`src/rtl/pcf_pkg.sv`:
```
`default_nettype none
// ----------------------------------------------------------------------------
// pcf_pkg
// Beat types and fixed constants of the plane coincidence finder.
// ----------------------------------------------------------------------------
package pcf_pkg;

  localparam logic [2:0]  LIGHT_PLANE  = 3'd7;
  localparam int          MAX_RESULTS  = 8;
  localparam logic [15:0] WINDOW_RESET = 16'd240;

  typedef struct packed {
    logic signed [31:0] hit_time_ns;
    logic [2:0]         plane;
    logic [6:0]         light_multiplicity;
    logic               end_of_event;
  } hit_t;

  typedef struct packed {
    logic signed [31:0] start_time_ns;
    logic [7:0]         plane_mask;
    logic               has_light_hit;
    logic [6:0]         multiplicity;
    logic               overflow_seen;
    logic               last_of_run;
  } coinc_t;

endpackage
`default_nettype wire

```
`src/rtl/plane_coincidence_finder.sv`:
```
`default_nettype none
// ----------------------------------------------------------------------------
// plane_coincidence_finder
// Buffers trigger hits in a circular memory and judges start hits against
// an inclusive time window, scanning one buffered hit at a time.
//
// Input channel (in_valid/in_ready/in_data): one hit per beat, times
// nondecreasing within an event. in_ready is high only while the sequencer
// is idle; a beat that meets an empty buffer is stored without a scan.
// Output channel (out_valid/out_ready/out_data): zero to eight coincidence
// beats per input beat; last_of_run marks the last one of each run.
// Configuration: cfg_we writes cfg_wdata into the window width.
// Scanning: each start is judged by reading the buffered hits in turn
// through the single registered read port of the hit memory, a fetch state
// and then an evaluate state for each hit; a start that emits also passes
// the emit state. Short windows keep the buffer shallow.
// A found result waits in a holding register and moves to the output
// register when the next one is found or the run ends; while the receiver
// stalls the sequencer waits at that move. Reset empties the buffer, clears
// the drop flag and sets the window to 240 ns; no clearing pass is needed.
// ----------------------------------------------------------------------------
module plane_coincidence_finder #(
  parameter int HIT_DEPTH = 16
) (
  input  wire logic           clk,
  input  wire logic           rst,
  input  wire logic           cfg_we,
  input  wire logic [15:0]    cfg_wdata,
  input  wire logic           in_valid,
  output logic                in_ready,
  input  wire pcf_pkg::hit_t  in_data,
  output logic                out_valid,
  input  wire logic           out_ready,
  output pcf_pkg::coinc_t     out_data
);
  import pcf_pkg::*;

  localparam int AW = $clog2(HIT_DEPTH);
  localparam int CW = $clog2(HIT_DEPTH + 1);

  localparam logic [3:0] ST_IDLE   = 4'd0;
  localparam logic [3:0] ST_CHECK  = 4'd1;
  localparam logic [3:0] ST_FETCH  = 4'd2;
  localparam logic [3:0] ST_EVAL   = 4'd3;
  localparam logic [3:0] ST_DECIDE = 4'd4;
  localparam logic [3:0] ST_EMIT   = 4'd5;
  localparam logic [3:0] ST_END    = 4'd6;
  localparam logic [3:0] ST_STORE  = 4'd7;
  localparam logic [3:0] ST_FLUSH  = 4'd8;

  typedef struct packed {
    logic signed [31:0] t;
    logic [2:0]         p;
    logic [6:0]         m;
  } entry_t;

  function automatic logic [AW-1:0] wrap_add(input logic [AW-1:0] a,
                                             input logic [AW-1:0] b);
    logic [AW:0] s;
    s = {1'b0, a} + {1'b0, b};
    if (s >= (AW+1)'(HIT_DEPTH)) s = s - (AW+1)'(HIT_DEPTH);
    return s[AW-1:0];
  endfunction

  entry_t             mem [HIT_DEPTH];
  entry_t             rdata;
  logic [3:0]         state;
  logic [15:0]        window_ns;
  logic [AW-1:0]      hd;
  logic [CW-1:0]      cnt;
  logic [CW-1:0]      j;
  logic               dropped;
  logic               force_all;
  hit_t               hit;
  logic [3:0]         n_res;
  logic signed [31:0] start_t;
  logic [2:0]         sp;
  logic [7:0]         mask;
  logic               light;
  logic [6:0]         mult;
  logic               other;
  logic               beyond;
  logic signed [33:0] win_end;
  coinc_t             pend;
  logic               pend_v;

  logic [AW-1:0]      rd_idx;
  logic [AW-1:0]      wr_idx;
  logic signed [33:0] end_calc;
  logic signed [33:0] end_use;
  logic signed [33:0] rtime_x;
  logic signed [33:0] next_x;
  logic               slot_free;
  logic               out_load;
  logic [CW-1:0]      j_inc;
  logic [CW-1:0]      drop_n;

  assign rd_idx    = wrap_add(hd, j[AW-1:0]);
  assign wr_idx    = wrap_add(hd, cnt[AW-1:0]);
  assign end_calc  = 34'(rdata.t) + $signed({18'b0, window_ns});
  assign end_use   = (j == '0) ? end_calc : win_end;
  assign rtime_x   = 34'(rdata.t);
  assign next_x    = 34'(hit.hit_time_ns);
  assign slot_free = !out_valid || out_ready;
  assign out_load  = pend_v && slot_free && (state == ST_EMIT || state == ST_FLUSH);
  assign j_inc     = j + 1'b1;
  assign drop_n    = other ? j : CW'(1);
  assign in_ready  = (state == ST_IDLE);

  always_ff @(posedge clk) begin
    rdata <= mem[rd_idx];
    if (state == ST_STORE && cnt < CW'(HIT_DEPTH)) begin
      mem[wr_idx] <= '{t: hit.hit_time_ns, p: hit.plane, m: hit.light_multiplicity};
    end
  end

  always_ff @(posedge clk) begin
    if (rst) begin
      state     <= ST_IDLE;
      window_ns <= WINDOW_RESET;
      hd        <= '0;
      cnt       <= '0;
      j         <= '0;
      dropped   <= 1'b0;
      force_all <= 1'b0;
      n_res     <= '0;
      pend_v    <= 1'b0;
      out_valid <= 1'b0;
    end else begin
      if (cfg_we) window_ns <= cfg_wdata;
      if (out_load) out_valid <= 1'b1;
      else if (out_valid && out_ready) out_valid <= 1'b0;
      unique case (state)
        ST_IDLE: begin
          if (in_valid) begin
            hit       <= in_data;
            force_all <= 1'b0;
            n_res     <= '0;
            state     <= ST_CHECK;
          end
        end
        ST_CHECK: begin
          j <= '0;
          if (cnt != '0 && n_res < 4'(MAX_RESULTS)) state <= ST_FETCH;
          else state <= ST_END;
        end
        ST_FETCH: state <= ST_EVAL;
        ST_EVAL: begin
          if (j == '0) begin
            start_t <= rdata.t;
            sp      <= rdata.p;
            mask    <= 8'd1 << rdata.p;
            light   <= (rdata.p == LIGHT_PLANE);
            mult    <= (rdata.p == LIGHT_PLANE) ? rdata.m : 7'd0;
            other   <= 1'b0;
            win_end <= end_calc;
          end else if (rtime_x <= win_end) begin
            mask <= mask | (8'd1 << rdata.p);
            if (rdata.p != sp) begin
              other <= 1'b1;
              if (rdata.p == LIGHT_PLANE) begin
                light <= 1'b1;
                mult  <= rdata.m;
              end
            end
          end
          if (j != '0 && rtime_x > win_end) begin
            beyond <= 1'b1;
            state  <= ST_DECIDE;
          end else begin
            j <= j_inc;
            if (j_inc < cnt) begin
              state <= ST_FETCH;
            end else begin
              beyond <= force_all || (next_x > end_use);
              state  <= ST_DECIDE;
            end
          end
        end
        ST_DECIDE: begin
          if (!beyond) state <= ST_END;
          else if (other) state <= ST_EMIT;
          else begin
            if (cnt == CW'(1)) begin
              cnt <= '0;
              hd  <= '0;
            end else begin
              cnt <= cnt - 1'b1;
              hd  <= wrap_add(hd, AW'(1));
            end
            state <= ST_CHECK;
          end
        end
        ST_EMIT: begin
          if (!pend_v || slot_free) begin
            if (pend_v) out_data <= pend;
            pend   <= '{start_time_ns: start_t, plane_mask: mask, has_light_hit: light,
                        multiplicity: mult, overflow_seen: dropped, last_of_run: 1'b0};
            pend_v <= 1'b1;
            n_res  <= n_res + 1'b1;
            if (drop_n >= cnt) begin
              cnt <= '0;
              hd  <= '0;
            end else begin
              cnt <= cnt - drop_n;
              hd  <= wrap_add(hd, drop_n[AW-1:0]);
            end
            state <= ST_CHECK;
          end
        end
        ST_END: begin
          if (force_all) begin
            cnt     <= '0;
            hd      <= '0;
            dropped <= 1'b0;
            state   <= ST_FLUSH;
          end else begin
            state <= ST_STORE;
          end
        end
        ST_STORE: begin
          if (cnt < CW'(HIT_DEPTH)) cnt <= cnt + 1'b1;
          else dropped <= 1'b1;
          if (hit.end_of_event) begin
            force_all <= 1'b1;
            state     <= ST_CHECK;
          end else begin
            state <= ST_FLUSH;
          end
        end
        ST_FLUSH: begin
          if (!pend_v) begin
            state <= ST_IDLE;
          end else if (slot_free) begin
            out_data <= '{start_time_ns: pend.start_time_ns, plane_mask: pend.plane_mask,
                          has_light_hit: pend.has_light_hit,
                          multiplicity: pend.multiplicity,
                          overflow_seen: pend.overflow_seen, last_of_run: 1'b1};
            pend_v   <= 1'b0;
            state    <= ST_IDLE;
          end
        end
        default: state <= ST_IDLE;
      endcase
    end
  end

`ifndef SYNTHESIS
  a_cnt_bound: assert property (@(posedge clk) disable iff (rst)
    cnt <= CW'(HIT_DEPTH)) else $error("hit count exceeds buffer depth");

  a_res_bound: assert property (@(posedge clk) disable iff (rst)
    n_res <= 4'(MAX_RESULTS)) else $error("more results than allowed per beat");

  a_idle_no_pend: assert property (@(posedge clk) disable iff (rst)
    in_ready |-> !pend_v) else $error("result still held while accepting a beat");

  a_eoe_clears: assert property (@(posedge clk) disable iff (rst)
    (state == ST_END && force_all) |=> (cnt == '0 && !dropped))
    else $error("end of event did not empty the buffer");
`endif

endmodule
`default_nettype wire

```
`config.mk`:
```
export PLATFORM = sky130hd
export DESIGN_NAME = plane_coincidence_finder
export DESIGN_NICKNAME = d
export VERILOG_FILES = /design/src/rtl/pcf_pkg.sv /design/src/rtl/plane_coincidence_finder.sv
export SDC_FILE = /design/constraint.sdc
export NUM_CORES = 1
export LEC_CHECK = 0
export BUFFER_PORTS_ARGS = -buffer_cell sky130_fd_sc_hd__buf_2
export CAP_MARGIN = 20
export CORE_ASPECT_RATIO = 0.6
export CORE_UTILIZATION = 62
export CTS_CLUSTER_DIAMETER = 200
export DETAILED_ROUTE_END_ITERATION = 16
export GPL_TIMING_DRIVEN = 1
export MAX_ROUTING_LAYER = met4
export PLACE_DENSITY = 0.83
export SYNTH_ARGS = -nofsm -noshare
export SYNTH_HDL_FRONTEND = slang
export SYNTH_SLANG_ARGS = --single-unit
```
`constraint.sdc`:
```
create_clock -name clk -period 6.17 [get_ports clk]
set_input_delay 0.3085 -clock clk [delete_from_list [all_inputs] [get_ports clk]]
set_output_delay 0.3085 -clock clk [all_outputs]
set_load 0.005 [all_outputs]
```
==> impl_results.rst <==
.. list-table::
   :header-rows: 1

   * - Metric
     - Value
   * - First-pass GRT wire length
     - 137000 microns
   * - Final critical path time including I/O delays and setup
     - 4.741 ns
   * - EDFF count, synth
     - 901
   * - Worst path buffer plus inverter count
     - 0
   * - Routed wirelength normalized by instance count
     - 27.22 microns
   * - DIE HEIGHT
     - 198.0 microns
   * - Post-synthesis area per instance
     - 17.47 sq um
   * - Routed length on met3
     - 9154 microns
   * - Final hold slack
     - 0.03220 ns
   * - Worst clock skew on the final layout
     - 0.01829 ns
   * - Cell count along the critical path
     - 17
   * - Adder-Cell Fraction of Synth Area
     - 0.03687
   * - Worst-path cell chain
     - ha_1, fa_1, a211oi_2, o21ai_1, a2111oi_2, o21ai_2, a31oi_4, o211ai_1, and3_1, ha_1, a21o_1, a21o_1, a21oi_1, o21a_1, o2111ai_1, a31oi_1, o21ai_0
   * - Routability cong.
     - 0.9151
   * - Antenna violations before repair
     - 0
   * - Worst setup EP type
     - flip-flop
   * - GR Util All Layers
     - 0.2992
   * - Drt first-iter violations
     - 2636
   * - Fraction of the cycle the final worst path needs
     - 0.7684
   * - Result of the run
     - finished, violations left
   * - IO buf count
     - 115
   * - Synth Area in XOR/XNOR
     - 0.008823
   * - Maximum count of clock buffers along a single path
     - 3
   * - Crit path launch type
     - flip-flop
   * - Highest routed layer
     - met4
   * - Clock input transition at the sequential cells of the worst setup and hold paths
     - 0.07 ns
   * - Number of endpoints failing setup at the final stage
     - 0
   * - Leakage power figure
     - 15.54 nW
   * - Hold Violations, Final
     - 0
   * - Power, Total
     - 17.66 mW
   * - Number of rows in the core area
     - 71
   * - Largest stage delay on the critical path
     - 0.50 ns
   * - Simple-gate share of the synthesized area
     - 0.05565
   * - Clock sink total
     - 985
   * - I/O pin total
     - 116
   * - Area of the die
     - 65090 sq um
   * - Maximum level of the CTS H-tree
     - 3
   * - Clock latency of the later-clocked register in the worst-skew pair
     - 0.66 ns
   * - Number of storage elements in the synthesis netlist
     - 985
   * - Required time of the critical path
     - 6.54 ns
   * - DRC errors left
     - 4
   * - Root buffer selected by CTS
     - sky130_fd_sc_hd__clkbuf_16
   * - Most frequent cells in the layout
     - sky130_fd_sc_hd__edfxtp_1 (901), sky130_fd_sc_hd__mux4_2 (168), sky130_fd_sc_hd__nand2_1 (158)
   * - Compound-gate portion of the synthesized area
     - 0.05779
   * - Count of yosys warnings during synthesis
     - 0
   * - Fin. max-slew vios
     - 0
   * - Area inside the core boundary
     - 62980 sq um
   * - Max capacitance violation total
     - 0
   * - Depth of the worst register-to-register path
     - 17
   * - Number of unique standard cell types used by synthesis
     - 82
   * - CTS tree
     - done
   * - Die span in x
     - 328.7 microns
   * - Placed Instance Area
     - 41530 sq um
   * - Biggest area consumer among synthesized cells
     - sky130_fd_sc_hd__edfxtp_1
   * - Number of search-and-repair iterations in the first detailed-routing pass
     - 12
   * - Path type of the worst setup path
     - flip-flop to flip-flop
   * - Count of antenna-violating nets left after detailed routing
     - 0
   * - Total negative slack for setup checks
     - 0 ns
   * - Worst IR drop on VDD
     - 0.3265 mV
   * - Starting density of the core
     - 0.6304
   * - Maximum number of pins on one net before global-route repair
     - 73
   * - Count of hold buffers inserted by post-cts repair
     - 60
   * - Finished Cell Area
     - 45200 sq um
   * - Min-delay worst type
     - input pin to flip-flop
   * - Vias in the first global route
     - 22170
   * - ANT cells
     - 0
   * - Cell Area, Synth
     - 39710 sq um
   * - Remaining max-slew budget at the tightest pin
     - 0.2463
   * - Share of layout cells above drive strength 1
     - 0.2020
   * - Proportion of synthesized area in mux cells
     - 0.09961
   * - Final net count
     - 2664
   * - PwrDens
     - 390.7 nW/um^2
   * - Total grt overflow
     - 0
   * - Most common library cell in the layout ignoring fill and taps
     - sky130_fd_sc_hd__edfxtp_1
   * - Least-Margin Pin Slew
     - 1.128 ns
   * - Detailed-route via count
     - 22040
   * - Post-CTS Setup Inserts
     - 0
   * - Count of cells along the worst hold path
     - 4
   * - Met2 WL post-DR
     - 43930 microns
   * - Violations in the final reports
     - design-rule violations
   * - Resized cells post-CTS
     - 0
   * - Synthesized net count
     - 2451
   * - Async SR Flop Fraction
     - 0
   * - Most used flip-flop cell after synthesis
     - sky130_fd_sc_hd__edfxtp_1
   * - Sequential element share of the synthesized area
     - 0.7237
   * - Main combinational cell family by area after synthesis
     - multiplexers
   * - Slowest library cell on the worst path
     - sky130_fd_sc_hd__a2111oi_2
   * - M1 WL
     - 37100 microns
   * - Synth top area share
     - 0.6814
   * - HPWL reported at the end of detailed placement
     - 54190 microns
   * - Instance count of the mapped netlist
     - 2273
   * - Vias per Instance
     - 6.483
   * - Worst Path Max Fanout
     - 16
   * - Arrival time reported for the critical path endpoint
     - 5.11 ns
   * - Inserted Clock Buffers
     - 86
   * - RSZ-0062 raised after global routing
     - no
   * - CP top delay family
     - compound AO/OA/AOI/OAI gates
   * - Area added between synthesis and finish
     - 13.84%
   * - Maximum clock rate
     - 210.9 MHz
   * - Reg2reg setup slack
     - 1.43 ns
   * - Overall routed net length
     - 92520 microns
   * - Cells taking the most area after synthesis
     - sky130_fd_sc_hd__edfxtp_1 (68%), sky130_fd_sc_hd__mux4_2 (9.5%), sky130_fd_sc_hd__dfxtp_1 (4.2%)
## stage by stage
| stage | util | worst slack [ns] | instances |
|---|---|---|---|
| finish | 0.7177 | 1.429 | 3399 |
| global route | 0.7177 | 1.144 | 3399 |
| CTS | 0.7173 | 1.446 | 3398 |
| detailed placement | 0.6594 | 1.497 | 3176 |
| global placement | 0.6591 | 1.639 | 3175 |
| floorplan | - | 1.093 | 2273 |
## routing by layer
layer | vias up | GRT usage
met5 | - | -
met2 | 1188 | 0.4587
met4 | 0 | 0.08372
met1 | 11230 | 0.4135
li1 | 9448 | -
met3 | 172 | 0.06091
## synth_stat cells, types with 45 or more instances
cell and n:
sky130_fd_sc_hd__a31oi_1 45, sky130_fd_sc_hd__nand2_1 158, sky130_fd_sc_hd__clkbuf_1 67, sky130_fd_sc_hd__inv_1 80
sky130_fd_sc_hd__a211oi_1 55, sky130_fd_sc_hd__nor2_1 78, sky130_fd_sc_hd__mux4_2 168, sky130_fd_sc_hd__a21o_1 49
sky130_fd_sc_hd__a21oi_1 61, sky130_fd_sc_hd__and2_1 52, sky130_fd_sc_hd__ha_1 109, sky130_fd_sc_hd__dfxtp_1 84
sky130_fd_sc_hd__edfxtp_1 901
## logic make-up after synthesis
| kind of cell | Yosys count |
|---|---|
| AO/OA/AOI/OAI | 330 |
| adder cells (fa/ha/maj) | 114 |
| XOR/XNOR | 40 |
| multiplexers | 185 |
| flip-flops | 985 |
| buffers and inverters | 176 |
| AND/OR/NAND/NOR | 443 |
## power by group
group          switching (mW)  internal (mW)  leakage [nW]
combinational            2.06           1.65          5.23
sequential              0.447           7.76          8.81
clock                    2.42           3.33          1.49
## path summary, 6_finish.rpt
kind | startpoint | end
max | rdata[10] | beyond
min | in_valid | state[0]
max reg2reg | rdata[10] | beyond
min reg2reg | start_t[0] | pend[18]
## worst min-delay path, stage by stage
cell                     delay (ns)
sky130_fd_sc_hd__buf_2         0.11
sky130_fd_sc_hd__inv_1         0.05
sky130_fd_sc_hd__a22o_1        0.12
sky130_fd_sc_hd__nor3_1        0.04
## area by class of cell
| type | instances | area [sq um] |
|---|---|---|
| timing repair buffer | 220 | 1589 |
| fill | 3697 | 17780 |
| clock inverter | 48 | 549.3 |
| multi-input combinational | 1112 | 10480 |
| clock buffer | 114 | 2496 |
| sequential | 985 | 28740 |
| tap | 839 | 1050 |
| inverter | 81 | 304.0 |
## sequential cells by signal (all words and copies together), names as in the netlist, 7 cells and up
name and flops:
mask 8, win_end 34, pend 49, window_ns 16, mem 672, hit 43, out_data 50, rdata 42
mult 7, start_t 32
No activity file was read; power rests on OpenSTA's default activity.
